`config.mk`:
```
export PLATFORM = sky130hd
export DESIGN_NAME = fragment_reassembly_buffer
export DESIGN_NICKNAME = d
export VERILOG_FILES = /design/src/hw/rtl/frb_pkg.sv /design/src/hw/rtl/frb_controller.sv /design/src/hw/rtl/frb_datapath.sv /design/src/hw/rtl/fragment_reassembly_buffer.sv
export SDC_FILE = /design/constraint.sdc
export NUM_CORES = 1
export LEC_CHECK = 0
export BUFFER_PORTS_ARGS = -buffer_cell sky130_fd_sc_hd__buf_4
export CORE_ASPECT_RATIO = 0.75
export CORE_UTILIZATION = 40
export CTS_CLUSTER_DIAMETER = 200
export DETAILED_ROUTE_END_ITERATION = 8
export PLACE_DENSITY = 0.52
export SLEW_MARGIN = 25
export SYNTH_ARGS = -nofsm -noshare
export SYNTH_HDL_FRONTEND = slang
export SYNTH_SLANG_ARGS = --single-unit
export TNS_END_PERCENT = 20
```
`constraint.sdc`:
```
create_clock -name clock -period 16.35 [get_ports clock]
set_clock_uncertainty 0.1 [all_clocks]
set_input_delay 3.27 -clock clock [delete_from_list [all_inputs] [get_ports clock]]
set_output_delay 3.27 -clock clock [all_outputs]
set_load 0.05 [all_outputs]
```
`src/hw/rtl/frb_pkg.sv`:
```
// Shared types and constants for the fragment reassembly buffer.
// Holds the request and response payload structs and the control and status
// structs that join the controller to the datapath. No dependencies.
`default_nettype none

package frb_pkg;

   localparam int FRB_MAX_FRAGMENTS = 16;
   localparam int FRB_INDEX_W       = 4;
   localparam int FRB_COUNT_W       = 5;
   localparam int FRB_PAYLOAD_W     = 56;

   typedef struct packed {
      logic [FRB_INDEX_W-1:0]   fragment_index;
      logic [FRB_COUNT_W-1:0]   fragment_count;
      logic [FRB_PAYLOAD_W-1:0] payload;
   } frb_req_type;

   typedef struct packed {
      logic [FRB_INDEX_W-1:0]   slot_index;
      logic [FRB_PAYLOAD_W-1:0] payload_out;
      logic                     last;
   } frb_rsp_type;

   typedef struct packed {
      logic accept_en;
      logic drain_read;
      logic drain_load;
   } frb_cmd_type;

   typedef struct packed {
      logic msg_done;
      logic out_free;
      logic drain_last;
   } frb_status_type;

endpackage

`default_nettype wire

```
`src/hw/rtl/frb_controller.sv`:
```
// Controller state machine of the fragment reassembly buffer.
// Sequences fragment intake and the drain of a completed message.
// Depends on frb_pkg for the command and status structs.
`default_nettype none

module frb_controller
   import frb_pkg::*;
(
   input  wire logic     clock,
   input  wire logic     reset,
   input  frb_status_type status,
   output frb_cmd_type   cmd
);

   typedef enum logic [1:0] {
      ST_ACCEPT,
      ST_READ,
      ST_LOAD
   } state_type;

   state_type   state_ff;
   state_type   state_in;
   frb_cmd_type cmd_ff;
   frb_cmd_type cmd_in;

   always_comb begin
      state_in = state_ff;
      case (state_ff)
         ST_ACCEPT: begin
            if (status.msg_done) begin
               state_in = ST_READ;
            end
         end
         ST_READ: begin
            state_in = ST_LOAD;
         end
         ST_LOAD: begin
            if (status.out_free && status.drain_last) begin
               state_in = ST_ACCEPT;
            end
         end
         default: begin
            state_in = ST_ACCEPT;
         end
      endcase
      cmd_in.accept_en  = (state_in == ST_ACCEPT);
      cmd_in.drain_read = (state_in == ST_READ);
      cmd_in.drain_load = (state_in == ST_LOAD);
   end

   always_ff @(posedge clock) begin
      if (reset) begin
         state_ff          <= ST_ACCEPT;
         cmd_ff.accept_en  <= 1'b1;
         cmd_ff.drain_read <= 1'b0;
         cmd_ff.drain_load <= 1'b0;
      end else begin
         state_ff <= state_in;
         cmd_ff   <= cmd_in;
      end
   end

   assign cmd = cmd_ff;

endmodule

`default_nettype wire

```
`src/hw/rtl/frb_datapath.sv`:
```
// Datapath of the fragment reassembly buffer: slot valid bits, payload
// memory, fragment counters, drain pointer and the response register.
// Depends on frb_pkg; driven by frb_controller through command signals.
`default_nettype none

module frb_datapath
   import frb_pkg::*;
#(
   parameter int MAX_FRAGMENTS = FRB_MAX_FRAGMENTS
)(
   input  wire logic      clock,
   input  wire logic      reset,
   input  wire logic      req_valid,
   output logic           req_stall,
   input  frb_req_type    req_data,
   output logic           rsp_valid,
   input  wire logic      rsp_stall,
   output frb_rsp_type    rsp_data,
   input  frb_cmd_type    cmd,
   output frb_status_type status
);

   localparam int AW = (MAX_FRAGMENTS > 1) ? $clog2(MAX_FRAGMENTS) : 1;
   localparam int CW = ($clog2(MAX_FRAGMENTS + 1) > FRB_COUNT_W) ?
                       $clog2(MAX_FRAGMENTS + 1) : FRB_COUNT_W;
   localparam logic [CW-1:0] MAX_C = CW'(MAX_FRAGMENTS);

   logic [MAX_FRAGMENTS-1:0] valid_ff;
   logic [MAX_FRAGMENTS-1:0] valid_in;
   logic [FRB_COUNT_W-1:0]   recv_ff;
   logic [FRB_COUNT_W-1:0]   recv_in;
   logic [FRB_COUNT_W-1:0]   exp_ff;
   logic [FRB_COUNT_W-1:0]   exp_in;
   logic [AW-1:0]            ptr_ff;
   logic [AW-1:0]            ptr_in;
   logic [FRB_PAYLOAD_W-1:0] mem_ff [MAX_FRAGMENTS];
   logic [FRB_PAYLOAD_W-1:0] rd_data_ff;
   logic                     rsp_valid_ff;
   logic                     rsp_valid_in;
   frb_rsp_type              rsp_ff;
   frb_rsp_type              rsp_in;

   logic [CW-1:0]            idx_c;
   logic [CW-1:0]            cnt_c;
   logic [CW-1:0]            exp_c;
   logic [AW-1:0]            wr_addr;
   logic [AW-1:0]            rd_addr;
   logic [FRB_COUNT_W-1:0]   recv_next;
   logic [FRB_COUNT_W-1:0]   exp_eff;
   logic                     first;
   logic                     idx_ok;
   logic                     dup;
   logic                     store;
   logic                     done;
   logic                     out_free;
   logic                     load;
   logic                     drain_last;
   logic                     rd_en;

   always_comb begin
      idx_c     = CW'(req_data.fragment_index);
      cnt_c     = CW'(req_data.fragment_count);
      exp_c     = CW'(exp_ff);
      wr_addr   = idx_c[AW-1:0];
      first     = (recv_ff == '0);
      exp_eff   = first ? req_data.fragment_count : exp_ff;
      if (first) begin
         idx_ok = (cnt_c != '0) && (cnt_c <= MAX_C) && (idx_c < cnt_c);
      end else begin
         idx_ok = (idx_c < exp_c) && (idx_c < MAX_C);
      end
      dup       = !first && valid_ff[wr_addr];
      store     = cmd.accept_en && req_valid && idx_ok && !dup;
      recv_next = recv_ff + FRB_COUNT_W'(1);
      done      = store && (recv_next == exp_eff);

      valid_in = valid_ff;
      recv_in  = recv_ff;
      exp_in   = exp_ff;
      if (store) begin
         if (first) begin
            valid_in = '0;
            exp_in   = req_data.fragment_count;
         end
         valid_in[wr_addr] = 1'b1;
         recv_in           = done ? '0 : recv_next;
      end
   end

   always_comb begin
      out_free   = !rsp_valid_ff || !rsp_stall;
      drain_last = ((CW'(ptr_ff) + CW'(1)) == exp_c);
      load       = cmd.drain_load && out_free;
      rd_en      = cmd.drain_read || (load && !drain_last);
      rd_addr    = cmd.drain_read ? ptr_ff : ptr_ff + AW'(1);

      ptr_in = ptr_ff;
      if (done) begin
         ptr_in = '0;
      end else if (load && !drain_last) begin
         ptr_in = ptr_ff + AW'(1);
      end

      rsp_in             = rsp_ff;
      rsp_in.slot_index  = FRB_INDEX_W'(ptr_ff);
      rsp_in.payload_out = rd_data_ff;
      rsp_in.last        = drain_last;

      rsp_valid_in = rsp_valid_ff;
      if (load) begin
         rsp_valid_in = 1'b1;
      end else if (!rsp_stall) begin
         rsp_valid_in = 1'b0;
      end
   end

   always_ff @(posedge clock) begin
      if (reset) begin
         valid_ff     <= '0;
         recv_ff      <= '0;
         exp_ff       <= FRB_COUNT_W'(1);
         ptr_ff       <= '0;
         rsp_valid_ff <= 1'b0;
      end else begin
         valid_ff     <= valid_in;
         recv_ff      <= recv_in;
         exp_ff       <= exp_in;
         ptr_ff       <= ptr_in;
         rsp_valid_ff <= rsp_valid_in;
      end
   end

   always_ff @(posedge clock) begin
      if (load) begin
         rsp_ff <= rsp_in;
      end
   end

   always_ff @(posedge clock) begin
      if (store) begin
         mem_ff[wr_addr] <= req_data.payload;
      end
      if (rd_en) begin
         rd_data_ff <= mem_ff[rd_addr];
      end
   end

   assign req_stall         = !cmd.accept_en;
   assign rsp_valid         = rsp_valid_ff;
   assign rsp_data          = rsp_ff;
   assign status.msg_done   = done;
   assign status.out_free   = out_free;
   assign status.drain_last = drain_last;

endmodule

`default_nettype wire

```
`src/hw/rtl/fragment_reassembly_buffer.sv`:
```
// Top level of the fragment reassembly buffer.
// Joins frb_controller and frb_datapath; depends on frb_pkg.
//
// The buffer takes one fragment per cycle while it gathers a message. The
// first fragment of a message sets the expected count; fragments with a bad
// position or count, and duplicates of a slot already held, are dropped
// without a response. When the last missing fragment arrives, intake stops:
// a read state starts the payload memory read, then one stored payload is
// presented per cycle in slot order while the output is not stalled, with
// the final one marked last. The drain uses the single read port of the
// payload memory. Intake reopens as soon as the final response is loaded
// into the output register, so the next message can start while that
// transfer is still pending. No clearing pass is needed after reset.
`default_nettype none

module fragment_reassembly_buffer
   import frb_pkg::*;
#(
   parameter int MAX_FRAGMENTS = FRB_MAX_FRAGMENTS
)(
   input  wire logic   clock,
   input  wire logic   reset,
   input  wire logic   req_valid,
   output logic        req_stall,
   input  frb_req_type req_data,
   output logic        rsp_valid,
   input  wire logic   rsp_stall,
   output frb_rsp_type rsp_data
);

   frb_cmd_type    cmd;
   frb_status_type status;

   frb_controller u_controller (
      .clock  (clock),
      .reset  (reset),
      .status (status),
      .cmd    (cmd)
   );

   frb_datapath #(
      .MAX_FRAGMENTS (MAX_FRAGMENTS)
   ) u_datapath (
      .clock     (clock),
      .reset     (reset),
      .req_valid (req_valid),
      .req_stall (req_stall),
      .req_data  (req_data),
      .rsp_valid (rsp_valid),
      .rsp_stall (rsp_stall),
      .rsp_data  (rsp_data),
      .cmd       (cmd),
      .status    (status)
   );

endmodule

`default_nettype wire

```
# ---- Word level (Yosys, flattened, before mapping)
# Memories as Yosys holds them, arrays and structs flattened. A register that Yosys moved wholly into a read port is not among the register bits.
# Cells that the tools add are included.
dict set report classes {
  addsub 3
  order_cmp 5
  n_eq_ne 7
  mux 17
  bitwise_logic 1
  reduce_logical 24
}
# op n
set ops {}
lappend ops {{$mux W16} 2}
lappend ops {{$or A16 B16 Y16} 1}
lappend ops {{$logic_and A1 B1 Y1} 11}
lappend ops {{$eq A5 B5 Y1} 2}
lappend ops {{$lt A4 B5 Y1} 2}
lappend ops {{$mux W5} 2}
lappend ops {{$mux W1} 7}
lappend ops {{$logic_not A1 Y1} 6}
lappend ops {{$pmux W2 S3} 1}
lappend ops {{$add A4 B1 Y5 const B} 1}
lappend ops {{$add A5 B1 Y5 const B} 1}
lappend ops {{$le A5 B5 Y1 const B} 1}
lappend ops {{$logic_not A5 Y1} 1}
lappend ops {{$lt A4 B5 Y1 const B} 1}
lappend ops {{$reduce_bool A5 Y1} 1}
lappend ops {{$add A4 B1 Y4 const B} 1}
lappend ops {{$bmux W1 S4} 1}
lappend ops {{$demux W1 S4} 1}
lappend ops {{$eq A2 B1 Y1 const B} 2}
lappend ops {{$eq A2 B2 Y1 const B} 2}
lappend ops {{$ge A4 B1 Y1 const B} 1}
lappend ops {{$logic_not A2 Y1} 2}
lappend ops {{$mux W2} 2}
lappend ops {{$mux W4} 1}
lappend ops {{other kinds (3)} 4}
dict set report word_totals {
  regBits 97
  ramBits 896
  in_bits 69
  output_inout_bits 63
  elab_cells 70
  memories 1
}
# memory depth word_bits rd rd_clocked_by_memory_dff wr line
set mem_list {}
lappend mem_list {u_datapath.mem_ff 16 56 1 1 1 frb_datapath.sv:36} ;# logic [FRB_PAYLOAD_W-1:0] mem_ff [MAX_FRAGMENTS];

# ---- Depth between registers and ports, before layout
# Gate-level depths: netlist (run 1).
dict set report logic_depth {
  depth_word 10
  ltp_mapped 11
  ltp_nobuf 9
}

# ---- By module
# Synthesis (run 1) repeated with hierarchy kept, for this count alone.
dict set report unflattened {
  hier_cells 1798
  hier_area_um2 39739.4
}
# module instances cells_per_inst area_per_inst_um2 seq_area_each_um2
set by_module_without_submodules {}
lappend by_module_without_submodules {frb_datapath 1 1784 39579.2 31039.8}
lappend by_module_without_submodules {frb_controller 1 14 160.2 100.1}

# ---- Worst setup path before layout (run 1)
# Ideal clock, no wire load.
dict set report synth_timing {
  kind {input to register}
  from {input port req_data[59] (netlist bit)}
  to {memory u_datapath.mem_ff[3][0] (enable)}
  setup_ns 0.538
  arrival_ns 8.499
  required_ns 15.712
  setup_slack_ns 7.212
  cell_stages 9
  n_path_buf 1
  path_cell_list {inv_1 -> ha_1 -> a2111oi_0 -> o21ai_0 -> nand3_1 -> and3b_1 -> buf_4 -> nand3_1 -> nor3_1}
}
dict set report synth_via {
  elab_chain_len 8
  word_cells_on_any_way 10
  cone_classes {2 x order compare; 3 x mux; 5 x reduce/logical}
}
# item line
set synth_rtl {}
lappend synth_rtl {{start, declared} fragment_reassembly_buffer.sv:25} ;# input frb_req_type req_data,
lappend synth_rtl {{$le A5 B5 Y1 / $reduce_bool A5 Y1 (equally long branches)} frb_datapath.sv:68} ;# idx_ok = (cnt_c != '0) && (cnt_c <= MAX_C) && (idx_c < cnt_c);
lappend synth_rtl {{$logic_and A1 B1 Y1} frb_datapath.sv:68}
lappend synth_rtl {{$logic_and A1 B1 Y1 *} frb_datapath.sv:68}
lappend synth_rtl {{$mux W1 *} frb_datapath.sv:67} ;# if (first) begin
lappend synth_rtl {{$logic_and A1 B1 Y1 * (2 in series)} frb_datapath.sv:73} ;# store = cmd.accept_en && req_valid && idx_ok && !dup;
lappend synth_rtl {{$mux W1 *} frb_datapath.sv:140} ;# if (store) begin
lappend synth_rtl {{$mux W1 (implied by the code) *} frb_datapath.sv:141} ;# mem_ff[wr_addr] <= req_data.payload;
lappend synth_rtl {{end, declared} frb_datapath.sv:36}
# Every way passes the cells marked *; elsewhere a longest branch is shown, timed or not.

# ---- Worst setup path after layout (run 1)
dict set report layout_timing {
  from {input port req_data[64] (netlist bit)}
  to {memory u_datapath.mem_ff[10][37] (enable)}
}
dict set report layout_via {
  elab_chain_len 7
  word_cells_on_any_way 12
  cone_classes {2 x order compare; 5 x mux; 5 x reduce/logical}
}
# item line
set layout_rtl {}
lappend layout_rtl {{$lt A4 B5 Y1 / $bmux W1 S4 (equally long branches)} {frb_datapath.sv:68, frb_datapath.sv:72}}
lappend layout_rtl {{$logic_and A1 B1 Y1 / $mux W1 (equally long branches)} {frb_datapath.sv:68, frb_datapath.sv:72}}
lappend layout_rtl {{$mux W1 / $logic_and A1 B1 Y1 (equally long branches)} {frb_datapath.sv:67, frb_datapath.sv:72}}
lappend layout_rtl {{$logic_and A1 B1 Y1 / $logic_not A1 Y1 (equally long branches)} frb_datapath.sv:73}
lappend layout_rtl {{$logic_and A1 B1 Y1} frb_datapath.sv:73}
lappend layout_rtl {{$mux W1} frb_datapath.sv:140}
lappend layout_rtl {{$mux W1 (implied by the code)} frb_datapath.sv:141}
# Parallel ways exist; a longest one is shown, timed or not. The select of a mux whose other input is x is not followed.

==> reports/qor.txt, run 1 <==
OUTCOME
-----------------------------------------------------------------------------------------------
Run status                                                                            completed

CLOCKING
-----------------------------------------------------------------------------------------------
Clock tree from TritonCTS                                                                   yes
Number of hold buffers added after CTS                                                        0
Worst-case clock buffer depth                                                                 3
Clock root buffer master                                                           sky130_fd_sc_hd__clkbuf_16
Insertion delay to the later sink of the worst-skew pair                                0.67 ns
# H-tree levels                                                                               3
Number of cells upsized or downsized after cts                                                0
Cts bufs inserted                                                                           101
Post-CTS Setup Repair Bufs                                                                    0
TritonCTS Sinks                                                                            1049
Clock input transition at the sequential cells of the worst setup and hold paths        0.06 ns

POWER AND IR DROP
-----------------------------------------------------------------------------------------------
Leakage power figure                                                                    14.9 nW
Power density over the cells                                                         118 nW/um2
Worst supply voltage drop on vdd                                                      0.0769 mV

CRITICAL PATH
-----------------------------------------------------------------------------------------------
CP Class                                                                                 in2reg
Critical Path Source Type                                                            input port
Slowest CP cell                                                                    sky130_fd_sc_hd__buf_4
Setup crit end kind                                                                   flip-flop
Reg2Reg Capture Point                                                              u_datapath.rd_data_ff[18]$_DFFE_PP_
Cell seen most often among critical-path stages                                    sky130_fd_sc_hd__buf_4
Register-to-Register Path Depth                                                               9
Max stage delay on crit path                                                            0.80 ns
Crit Path Max Fanout                                                                         56
Critical Path Sink                                                                 u_datapath.mem_ff[10][37]$_DFFE_PP_
Cells along the critical path                                                      buf_4 > ha_1 > a2111oi_0 > o21ai_0 > nand3_1 > and3b_1 > nand3b_1 > nor2_4 > buf_4
R2R Path Start                                                                     u_datapath.ptr_ff[0]$_SDFFE_PP0P_
Required time at the worst-slack endpoint                                              16.53 ns
Worst-case register-to-register setup slack                                            11.51 ns
Data arrival time at the worst-slack endpoint                                           6.70 ns
Critical Path Source                                                               req_data[64]

GLOBAL ROUTING
-----------------------------------------------------------------------------------------------
Maximum number of pins on one net before global-route repair                                163
Via count of the first global-routing pass                                                18.7k
Number of antenna violations at the first check in global routing                             3
Wire length of the first global-routing pass                                             123 mm
GR Util All Layers                                                                        0.165
Congestion Overflow GR                                                                        0

YOSYS
-----------------------------------------------------------------------------------------------
Number of nets produced by synthesis                                                       1870
Combinational family with the most area after synthesis                            multiplexers
Number of flops mapped to enable cells by yosys                                            1013
Seq cells post-synth                                                                       1049
Netlist area before placement                                                         39800 um2
Top cells by area in the synthesized netlist                                       sky130_fd_sc_hd__edfxtp_1 (76%), sky130_fd_sc_hd__mux4_2 (13%), sky130_fd_sc_hd__dfxtp_1 (1.8%)
Async SR Flop Fraction                                                                        0
Avg Cell Area, Syn                                                                     22.2 um2
Number of warnings reported in the yosys synthesis log                                        0
Number of standard cells after synthesis                                                   1792
Count of different cell masters after synthesis                                              64
Sequential element share of the synthesized area                                          0.783
Commonest register cell after synthesis                                            sky130_fd_sc_hd__edfxtp_1
Yosys top cell area share                                                                 0.764
Synth Area in Compound Gates                                                             0.0282
Post-synthesis xor/xnor area fraction                                                   0.00475
Post-Synth Simple-Gate Area                                                              0.0235
Adder-cell share of the synthesized area                                                0.00283
Largest area contributor in the synthesized netlist                                sky130_fd_sc_hd__edfxtp_1
Share of synthesized area spent on multiplexers                                           0.144

FLOORPLANNING
-----------------------------------------------------------------------------------------------
Number of standard-cell rows in the floorplan                                                99
Die width                                                                                366 um
DIE HEIGHT                                                                               275 um
Ports                                                                                       132
Starting Density                                                                          0.407
Core outline area                                                                     97900 um2
Total Die Area                                                                       101000 um2

TIMING
-----------------------------------------------------------------------------------------------
Crit path time final                                                                    6.52 ns
Max-slew violation total from the final report                                                0
Worst slew margin                                                                         0.301
Final Hold Fails                                                                              0
Part of the cycle the worst path needs                                                    0.399
Final setup violation count                                                                   0
Unrepaired setup endpoints after global routing                                           false
Fin Hold WS                                                                            0.310 ns
Setup ws final                                                                          9.83 ns
Peak clock frequency supported by timing                                                153 MHz
Slew @ Worst Pin                                                                        1.05 ns
Final TNS setup                                                                            0 ns

DETAILED ROUTING
-----------------------------------------------------------------------------------------------
Average routed wire per standard cell                                                   24.5 um
Drt drc                                                                                       0
Pre-Repair DR Iteration Count                                                                 5
Post-detailed-route via-to-cell ratio                                                      5.29
Vias post-DR                                                                              17.8k
Violation count after the first detailed-route iteration                                   1225
Number of routed nets with antenna violations                                                 0
Routed Wire Length                                                                      82.3 mm

PLACE
-----------------------------------------------------------------------------------------------
Count of port buffers added during placement                                                131
HPWL after DPL                                                                          42.0 mm
RD Place Congestion                                                                       0.774
Worst setup slack after placement                                                       9.08 ns

MIN PATH
-----------------------------------------------------------------------------------------------
Worst hold path cell count                                                                    0
Kind of path behind the tightest hold check                                             reg2reg

CELLS AND AREA
-----------------------------------------------------------------------------------------------
Commonest cells after routing, fill and taps aside                                 sky130_fd_sc_hd__edfxtp_1 (1013), sky130_fd_sc_hd__mux4_2 (224), sky130_fd_sc_hd__buf_4 (150), sky130_fd_sc_hd__clkbuf_16 (101), sky130_fd_sc_hd__mux2i_1 (66)
Most frequent standard cell in the layout excluding fill and tap cells             sky130_fd_sc_hd__edfxtp_1
Layout Nets                                                                                2044
Filler cells                                                                               8194
Area grow syn2layout                                                                      14.6%
Fraction of layout instances using a drive strength above 1                               0.280

JOB
-----------------------------------------------------------------------------------------------
# Max-Cap Violations                                                                          0

## power breakdown
| part | switching (mW) | leakage, nW | total (mW) | internal (mW) |
|---|---|---|---|---|
| Sequential | 0.00845 | 9.41 | 2.98 | 2.97 |
| Combinational | 0.0998 | 3.99 | 0.153 | 0.0533 |
| Clock | 0.983 | 1.54 | 2.24 | 1.26 |
| Total | 1.09 | 14.9 | 5.37 | 4.28 |
## critical path: cells and delay by family
family,cells,cell delay [ns]
AOI/OAI and AO/OA,2,0.57
adders and majority gates,1,0.30
and+or+nand+nor,4,1.54
buffers and inverters,2,0.97
## cell usage after synthesis (all sizes together) (2+ instances only)
| cell type | count |
|---|---|
| o32ai | 2 |
| nor3b | 3 |
| o31ai | 2 |
| xnor2 | 14 |
| mux4 | 224 |
| dfxtp | 36 |
| edfxtp | 1013 |
| nand2b | 6 |
| a31o | 2 |
| xor2 | 5 |
| clkbuf | 31 |
| a22oi | 2 |
| nand2 | 17 |
| inv | 14 |
| o21ai | 6 |
| nand3 | 11 |
| nor2b | 61 |
| nand4 | 5 |
| and3 | 2 |
| ha | 9 |
| nor3 | 8 |
| a211oi | 57 |
| a21oi | 63 |
| buf | 63 |
| a2111oi | 5 |
| a22o | 12 |
| mux2i | 67 |
| or3 | 4 |
| nor2 | 29 |
| nand3b | 4 |
## through the flow
step           std cells  total power [mW]  cell area, um2  utilization
2_1_floorplan       1792              3.12           39800            -
3_3_place_gp        3172              3.19           42300        0.433
3_5_place_dp        3174              3.19           42400        0.433
4_1_cts             3360              5.44           45500        0.465
5_1_grt             3364              5.55           45600        0.466
6_report            3364              5.37           45600        0.466
## state kept, by name (all words and copies together), names as in the netlist
signal and cells:
u_datapath.ptr_ff 4, u_controller.cmd 3, u_datapath.exp_c 5, u_datapath.valid_ff 16, u_datapath.recv_ff 5, u_datapath.rd_data_ff 56, u_datapath.mem_ff 896, u_datapath.rsp_valid 1
u_datapath.rsp_data 61, u_controller.state_ff 2
## metal layers
layer / up-vias / global-route usage / routed length, um / share of wire
li1: 7858 / - / - / -
met2: 332 / 0.268 / 39500 / 0.48
met5: - / 0 / 13 / 0.00016
met4: 2 / 0.0429 / 1650 / 0.020
met3: 112 / 0.0258 / 2920 / 0.035
met1: 9504 / 0.235 / 38200 / 0.46
## kinds of logic (layout without fill, tap and decap cells)
logic type / after synthesis / after routing
other: 0 / 2
buffers and inverters: 108 / 365
adders and majority gates: 9 / 9
AOI/OAI and AO/OA: 160 / 160
muxes: 292 / 292
and+or+nand+nor: 155 / 155
xor gates and xnor gates: 19 / 19
DFF: 1049 / 1049
## worst min path at each step
stage | to | from
6_report | u_datapath.rsp_data[19]$_DFFE_PP_ | u_datapath.rd_data_ff[18]$_DFFE_PP_
5_1_grt | u_datapath.rsp_data[19]$_DFFE_PP_ | u_datapath.rd_data_ff[18]$_DFFE_PP_
4_1_cts | u_datapath.rsp_data[19]$_DFFE_PP_ | u_datapath.rd_data_ff[18]$_DFFE_PP_
3_5_place_dp | u_datapath.rsp_data[22]$_DFFE_PP_ | u_datapath.rd_data_ff[21]$_DFFE_PP_
3_3_place_gp | u_datapath.rsp_data[46]$_DFFE_PP_ | u_datapath.rd_data_ff[45]$_DFFE_PP_
2_1_floorplan | u_datapath.rsp_data[10]$_DFFE_PP_ | u_datapath.rd_data_ff[9]$_DFFE_PP_
## final cells by class
class,instances,area [um2],share of cell area
antenna,2,5.00,0.000110
clock buffer,128,2690,0.0590
clock inverter,58,464,0.0102
inverter,14,53.8,0.00118
multi-input combinational,635,8240,0.181
sequential,1049,31100,0.683
tap,1313,1640,0.0360
timing repair buffer,165,1370,0.0301
(Power assumes the default switching activity.)
==> inputs of run 2 (changes only) <==
==> constraint.sdc (replaced) <==
create_clock -name clock -period 6.6 [get_ports clock]
set_clock_uncertainty 0.1 [all_clocks]
set_input_delay 1.32 -clock clock [delete_from_list [all_inputs] [get_ports clock]]
set_output_delay 1.32 -clock clock [all_outputs]
set_load 0.05 [all_outputs]
==> run 2 against run 1 <==
Critical path depth did not move. Final cell count up 0.45%. Final area rose by 0.81%. First-iteration DRC count rose by 16%. Clock-buffer cell count is 2 higher. Flip-flop and latch count unchanged. Clock power increased to 2.6 times the previous value. Via count is 0.93% higher. Worst hold slack got worse by 0.00066 ns. Non-clock buffer count up 6. Power rose to 2.5 times the previous value. Sequential share of layout area fell by 0.55 points. Critical path type unchanged. Largest power group unchanged.
==> reports/qor.txt, run 2 (same netlist as run 1, synthesis figures left out) <==
OUTCOME
-----------------------------------------------------------------------------------------------
Run status                                                                            completed

TIMING
-----------------------------------------------------------------------------------------------
Setup ws final                                                                          1.96 ns   -7.87 ns
Final setup violation count                                                                   0   unchanged
Crit path time final                                                                    4.64 ns
Max-slew violation total from the final report                                                0   unchanged
Fin Hold WS                                                                            0.309 ns   -0.000661 ns
Peak clock frequency supported by timing                                                216 MHz
Part of the cycle the worst path needs                                                    0.703
Final Hold Fails                                                                              0   unchanged
Final TNS setup                                                                            0 ns   unchanged
Unrepaired setup endpoints after global routing                                           false
Slew @ Worst Pin                                                                        1.04 ns   -0.00555 ns
Worst slew margin                                                                         0.305   +0.00370

CELLS AND AREA
-----------------------------------------------------------------------------------------------
Filler cells                                                                               8075   -1.5%
Non-filler instance count after layout                                                     3379   +0.45%
Most frequent standard cell in the layout excluding fill and tap cells             sky130_fd_sc_hd__edfxtp_1
Register ranked first by flip-flop count                                           u_datapath.mem_ff
Flip-flop count of the largest register after layout                                        896   unchanged
Area of combinational cells with multiple inputs                                       8250 um2   +0.11%
Final instance area                                                                   46000 um2   +0.81%
Area taken by flip-flops and latches                                                  31100 um2   unchanged
Layout Nets                                                                                2053   +0.44%
Fraction of layout instances using a drive strength above 1                               0.286   +0.00558
Commonest cells after routing, fill and taps aside                                 sky130_fd_sc_hd__edfxtp_1 (1013), sky130_fd_sc_hd__mux4_2 (224), sky130_fd_sc_hd__buf_4 (156), sky130_fd_sc_hd__clkbuf_16 (104), sky130_fd_sc_hd__mux2i_1 (66)
Fraction of the core area covered by cells at the end of the flow                         0.470   +0.00377
Area grow syn2layout                                                                      15.5%

CRITICAL PATH
-----------------------------------------------------------------------------------------------
Required time at the worst-slack endpoint                                               6.82 ns   -9.71 ns
Critical Path Source Type                                                            input port
Setup crit end kind                                                                   flip-flop
Worst-case register-to-register setup slack                                             2.09 ns   -9.42 ns
Crit Path Max Fanout                                                                         27   -52%
Data arrival time at the worst-slack endpoint                                           4.86 ns   -1.84 ns
Reg2Reg Capture Point                                                              u_datapath.mem_ff[13][22]$_DFFE_PP_
CP Class                                                                                 in2reg
R2R Path Start                                                                     u_datapath.recv_ff[0]$_SDFFE_PP0N_
Register-to-Register Path Depth                                                              10   +1

CLOCKING
-----------------------------------------------------------------------------------------------
Insertion delay to the later sink of the worst-skew pair                                0.69 ns   +0.02 ns
Number of hold buffers added after CTS                                                        0   unchanged
Cts bufs inserted                                                                           104   +3.0%
TritonCTS Sinks                                                                            1049   unchanged
Worst-case clock buffer depth                                                                 3   unchanged
# H-tree levels                                                                               3   unchanged
Number of cells upsized or downsized after cts                                                0   unchanged
Clock root buffer master                                                           sky130_fd_sc_hd__clkbuf_16
Clock tree from TritonCTS                                                                   yes
Post-CTS Setup Repair Bufs                                                                    0   unchanged
Clock input transition at the sequential cells of the worst setup and hold paths        0.06 ns   about the same

MIN PATH
-----------------------------------------------------------------------------------------------
Worst hold path cell count                                                                    0   unchanged
Kind of path behind the tightest hold check                                             reg2reg
Launch instance of the worst min-delay path                                        u_datapath.rd_data_ff[23]$_DFFE_PP_
End point of the most critical hold path                                           u_datapath.rsp_data[24]$_DFFE_PP_

GLOBAL ROUTING
-----------------------------------------------------------------------------------------------
Via count of the first global-routing pass                                                19.1k   +2.1%
Maximum number of pins on one net before global-route repair                                147   -9.8%
GR Util All Layers                                                                        0.172   +0.00687
Congestion Overflow GR                                                                        0   unchanged
Wire length of the first global-routing pass                                             128 mm   +3.8%
Number of antenna violations at the first check in global routing                             1   -2

DETAILED ROUTING
-----------------------------------------------------------------------------------------------
Violation count after the first detailed-route iteration                                   1415   +16%
Vias post-DR                                                                              18.0k   +0.93%
Routed Wire Length                                                                      85.4 mm   +3.7%
Drt drc                                                                                       0   unchanged
Post-detailed-route via-to-cell ratio                                                      5.32   +0.48%
Average routed wire per standard cell                                                   25.3 um   +3.3%
Number of routed nets with antenna violations                                                 0   unchanged
Pre-Repair DR Iteration Count                                                                 5   unchanged

POWER AND IR DROP
-----------------------------------------------------------------------------------------------
Leakage power figure                                                                    15.1 nW   +1.2%
Worst supply voltage drop on vdd                                                       0.218 mV   +180%
Overall power consumption                                                               13.7 mW   +150%
Power density over the cells                                                         297 nW/um2   +150%

PLACE
-----------------------------------------------------------------------------------------------
Count of placed standard cells including taps                                              3180   +0.19%
RD Place Congestion                                                                       0.803   +3.6%
HPWL after DPL                                                                          45.9 mm   +9.3%
Worst setup slack after placement                                                       1.32 ns   -7.76 ns
Placement Cell Area                                                                   42500 um2   +0.35%
Count of port buffers added during placement                                                131   unchanged

FLOORPLANNING
-----------------------------------------------------------------------------------------------
Total Die Area                                                                       101000 um2   unchanged
Starting Density                                                                          0.407   unchanged
Ports                                                                                       132   unchanged
Die width                                                                                366 um   unchanged
Core outline area                                                                     97900 um2   unchanged
DIE HEIGHT                                                                               275 um   unchanged
Number of standard-cell rows in the floorplan                                                99   unchanged

JOB
-----------------------------------------------------------------------------------------------
# Max-Cap Violations                                                                          0   unchanged

-- run 2: cell types whose count changed in the layout (fill, tap and decap cells not counted), sizes merged --
cell	before	now
buf	165	171
bufinv	6	11
clkbuf	128	130
clkinv	44	49
diode	2	1
inv	18	16
-- run 2: worst max-delay path by stage --
stage | depth (start not counted) | from | slack (ns) | end
after floorplan | 9 | req_data[59] | -0.58 | u_datapath.mem_ff[2][0]$_DFFE_PP_
after global placement | 9 | req_data[64] | 1.24 | u_datapath.mem_ff[13][15]$_DFFE_PP_
after detailed placement | 9 | req_data[64] | 1.32 | u_datapath.mem_ff[13][17]$_DFFE_PP_
after CTS | 10 | u_datapath.recv_ff[0]$_SDFFE_PP0N_ | 2.05 | u_datapath.mem_ff[13][22]$_DFFE_PP_
after global routing | 9 | req_data[64] | 1.63 | u_datapath.mem_ff[13][22]$_DFFE_PP_
final | 9 | req_data[64] | 1.96 | u_datapath.mem_ff[13][22]$_DFFE_PP_
-- run 2: worst max-delay path, cell delays in order --
cell and delay [ns]:
sky130_fd_sc_hd__buf_4 0.17, sky130_fd_sc_hd__ha_1 0.30, sky130_fd_sc_hd__a2111oi_0 0.40, sky130_fd_sc_hd__o21ai_0 0.20, sky130_fd_sc_hd__nand3_1 0.18, sky130_fd_sc_hd__and3b_1 0.67, sky130_fd_sc_hd__nand3b_1 0.47, sky130_fd_sc_hd__nor2_4 0.56
sky130_fd_sc_hd__buf_4 0.54
-- run 2: cell type report --
type	count	area share
Inverter	14	0.00117
Sequential cell	1049	0.677
Timing Repair Buffer	171	0.0322
Tap cell	1313	0.0357
Clock inverter	66	0.0141
Multi-Input combinational cell	635	0.179
Antenna cell	1	0.0000544
Clock buffer	130	0.0600
-- run 2: metal layers --
metal | part of all wire | vias to the layer above | track usage
met1 | 0.47 | 9656 | 0.247
met4 | 0.019 | 0 | 0.0459
li1 | - | 7884 | -
met5 | 0 | - | 0
met2 | 0.48 | 312 | 0.276
met3 | 0.034 | 122 | 0.0282
-- run 2: report_power, final --
part | internal, mW | switching (mW) | leakage, nW
sequential | 7.36 | 0.0208 | 9.41
clock | 3.40 | 2.50 | 1.66
combinational | 0.134 | 0.253 | 4.05
total | 10.9 | 2.77 | 15.1
==> inputs of run 3 (changes only) <==
==> constraint.sdc (replaced) <==
create_clock -name clock -period 4.3 [get_ports clock]
set_clock_uncertainty 0.1 [all_clocks]
set_input_delay 0.86 -clock clock [delete_from_list [all_inputs] [get_ports clock]]
set_output_delay 0.86 -clock clock [all_outputs]
set_load 0.05 [all_outputs]
==> run 3 against run 2 <==
Final area is 0.94% higher. Clock power grew 50%. Largest power group unchanged. Via count barely moved. Wire length up 2.0%. Worst hold slack improved by 0.0080 ns. First-iteration DRC count up 1.3%. Sequential power grew 53%. Highest routed layer is now met5. Clock-buffer cell count shrank 1. Final cell count is 0.56% higher. Combinational power grew 60%. Non-clock buffer count increased by 30.
==> reports/qor.txt, run 3 (same netlist as run 1, synthesis figures left out) <==
CLOCKING
-----------------------------------------------------------------------------------------------
Clock input transition at the sequential cells of the worst setup and hold paths        0.06 ns   about the same
Number of hold buffers added after CTS                                                        0   unchanged
Insertion delay to the later sink of the worst-skew pair                                0.68 ns   about the same
Cts bufs inserted                                                                           104   unchanged
Post-CTS Setup Repair Bufs                                                                    0   unchanged
Clock root buffer master                                                           sky130_fd_sc_hd__clkbuf_16
Worst-case clock buffer depth                                                                 3   unchanged
TritonCTS Sinks                                                                            1049   unchanged
# H-tree levels                                                                               3   unchanged
Number of cells upsized or downsized after cts                                                0   unchanged
Clock tree from TritonCTS                                                                   yes

GLOBAL ROUTING
-----------------------------------------------------------------------------------------------
Congestion Overflow GR                                                                        0   unchanged
Via count of the first global-routing pass                                                18.9k   -1.4%
Number of antenna violations at the first check in global routing                             4   +3
Maximum number of pins on one net before global-route repair                                113   -23%
GR Util All Layers                                                                        0.174   +0.00173
Wire length of the first global-routing pass                                             128 mm   about the same

CELLS AND AREA
-----------------------------------------------------------------------------------------------
Most frequent standard cell in the layout excluding fill and tap cells             sky130_fd_sc_hd__edfxtp_1
Area of combinational cells with multiple inputs                                       8270 um2   +0.15%
Filler cells                                                                               8044   -0.38%
Layout Nets                                                                                2083   +1.5%
Area grow syn2layout                                                                      16.6%
Register ranked first by flip-flop count                                           u_datapath.mem_ff
Commonest cells after routing, fill and taps aside                                 sky130_fd_sc_hd__edfxtp_1 (1013), sky130_fd_sc_hd__mux4_2 (224), sky130_fd_sc_hd__buf_4 (162), sky130_fd_sc_hd__clkbuf_16 (105), sky130_fd_sc_hd__mux2i_1 (66)
Area taken by flip-flops and latches                                                  31100 um2   unchanged
Fraction of the core area covered by cells at the end of the flow                         0.474   +0.00440
Flip-flop count of the largest register after layout                                        896   unchanged
Final instance area                                                                   46400 um2   +0.94%
Fraction of layout instances using a drive strength above 1                               0.298   +0.0118

CRITICAL PATH
-----------------------------------------------------------------------------------------------
Cells along the critical path                                                      ha_1 > nor2b_1 > xnor2_4 > buf_12 > buf_12 > mux4_2 > a211oi_1 > buf_4 > a21oi_1
R2R Path Start                                                                     u_datapath.ptr_ff[0]$_SDFFE_PP0P_
Critical Path Source                                                               u_datapath.ptr_ff[0]$_SDFFE_PP0P_
Required time at the worst-slack endpoint                                               4.58 ns   -2.24 ns
Cell seen most often among critical-path stages                                    sky130_fd_sc_hd__buf_12
Worst-case register-to-register setup slack                                             0.67 ns   -1.42 ns
Slowest CP cell                                                                    sky130_fd_sc_hd__xnor2_4
CP Class                                                                                reg2reg
Critical Path Source Type                                                             flip-flop
Setup crit end kind                                                                   flip-flop
Max stage delay on crit path                                                            0.76 ns   +0.09 ns
Crit Path Max Fanout                                                                         32   +19%
Data arrival time at the worst-slack endpoint                                           3.91 ns   -0.95 ns

TIMING
-----------------------------------------------------------------------------------------------
Max-slew violation total from the final report                                                0   unchanged
Crit path time final                                                                    3.63 ns
Slew @ Worst Pin                                                                       0.995 ns   -0.0481 ns
Unrepaired setup endpoints after global routing                                           false
Setup ws final                                                                         0.671 ns   -1.29 ns
Part of the cycle the worst path needs                                                    0.844
Final Hold Fails                                                                              0   unchanged
Worst slew margin                                                                         0.323   +0.0179
Peak clock frequency supported by timing                                                276 MHz
Final TNS setup                                                                            0 ns   unchanged
Final setup violation count                                                                   0   unchanged

DETAILED ROUTING
-----------------------------------------------------------------------------------------------
Average routed wire per standard cell                                                   25.6 um   +1.4%
Vias post-DR                                                                              18.0k   -0.050%
Pre-Repair DR Iteration Count                                                                 5   unchanged
Violation count after the first detailed-route iteration                                   1433   +1.3%
Drt drc                                                                                       0   unchanged
Post-detailed-route via-to-cell ratio                                                      5.29   -0.61%
Number of routed nets with antenna violations                                                 0   unchanged
Routed Wire Length                                                                      87.1 mm   +2.0%

MIN PATH
-----------------------------------------------------------------------------------------------
Launch instance of the worst min-delay path                                        u_datapath.rd_data_ff[40]$_DFFE_PP_
Kind of path behind the tightest hold check                                             reg2reg

POWER AND IR DROP
-----------------------------------------------------------------------------------------------
Leakage power figure                                                                    15.3 nW   +1.4%
Worst supply voltage drop on vdd                                                       0.281 mV   +29%
Power density over the cells                                                         449 nW/um2   +51%

FLOORPLANNING
-----------------------------------------------------------------------------------------------
Core outline area                                                                     97900 um2   unchanged
Number of standard-cell rows in the floorplan                                                99   unchanged
Total Die Area                                                                       101000 um2   unchanged
Die width                                                                                366 um   unchanged
Ports                                                                                       132   unchanged
DIE HEIGHT                                                                               275 um   unchanged
Starting Density                                                                          0.407   unchanged

OUTCOME
-----------------------------------------------------------------------------------------------
Run status                                                                            completed

PLACE
-----------------------------------------------------------------------------------------------
Placement Cell Area                                                                   43100 um2   +1.4%
RD Place Congestion                                                                       0.788   -1.8%
Worst setup slack after placement                                                      0.238 ns   -1.09 ns
HPWL after DPL                                                                          50.3 mm   +9.7%
Count of port buffers added during placement                                                131   unchanged

JOB
-----------------------------------------------------------------------------------------------
# Max-Cap Violations                                                                          0   unchanged

run 3: critical path, delay by kind of cell (launching register included):
kind	cells	cell delay, ns
adders and majority gates	1	0.33
and+or+nand+nor	1	0.21
muxes	1	0.34
AOI/OAI and AO/OA	2	0.37
xor gates and xnor gates	1	0.76
DFF	1	0.43
buffers and inverters	3	0.76
run 3: path summary, 6_finish.rpt:
kind	endpoint	cells past startpoint
max	u_datapath.rd_data_ff[38]$_DFFE_PP_	9
min reg2reg	u_datapath.rsp_data[41]$_DFFE_PP_	0
min	u_datapath.rsp_data[41]$_DFFE_PP_	0
max reg2reg	u_datapath.rd_data_ff[38]$_DFFE_PP_	9
run 3: metal layers:
metal,track usage,vias to the layer above,wire length (um)
met3,0.0318,116,3630
met2,0.281,367,41900
met5,0,-,14
met4,0.0420,2,1600
met1,0.246,9558,39900
li1,-,7922,-
run 3: cell type report:
cell class	instances	area share
Tap cell	1313	0.0354
Timing Repair Buffer	201	0.0430
Multi-Input combinational cell	635	0.178
Sequential cell	1049	0.671
Antenna cell	1	0.0000539
Inverter	14	0.00116
Clock inverter	56	0.0121
Clock buffer	129	0.0592
run 3: report_power, final:
part / switching (mW) / total, mW / internal (mW)
combinational: 0.400 / 0.618 / 0.219
clock: 3.75 / 8.87 / 5.12
sequential: 0.0323 / 11.3 / 11.3
total: 4.19 / 20.8 / 16.6
run 3: stage by stage:
stage	power [mW]	instances	hold WS, ns
floorplan	11.9	1792	0.300
global placement	12.2	3212	0.301
detailed placement	12.2	3212	0.305
CTS	21.0	3397	0.275
global route	21.5	3397	0.316
finish	20.8	3398	0.317
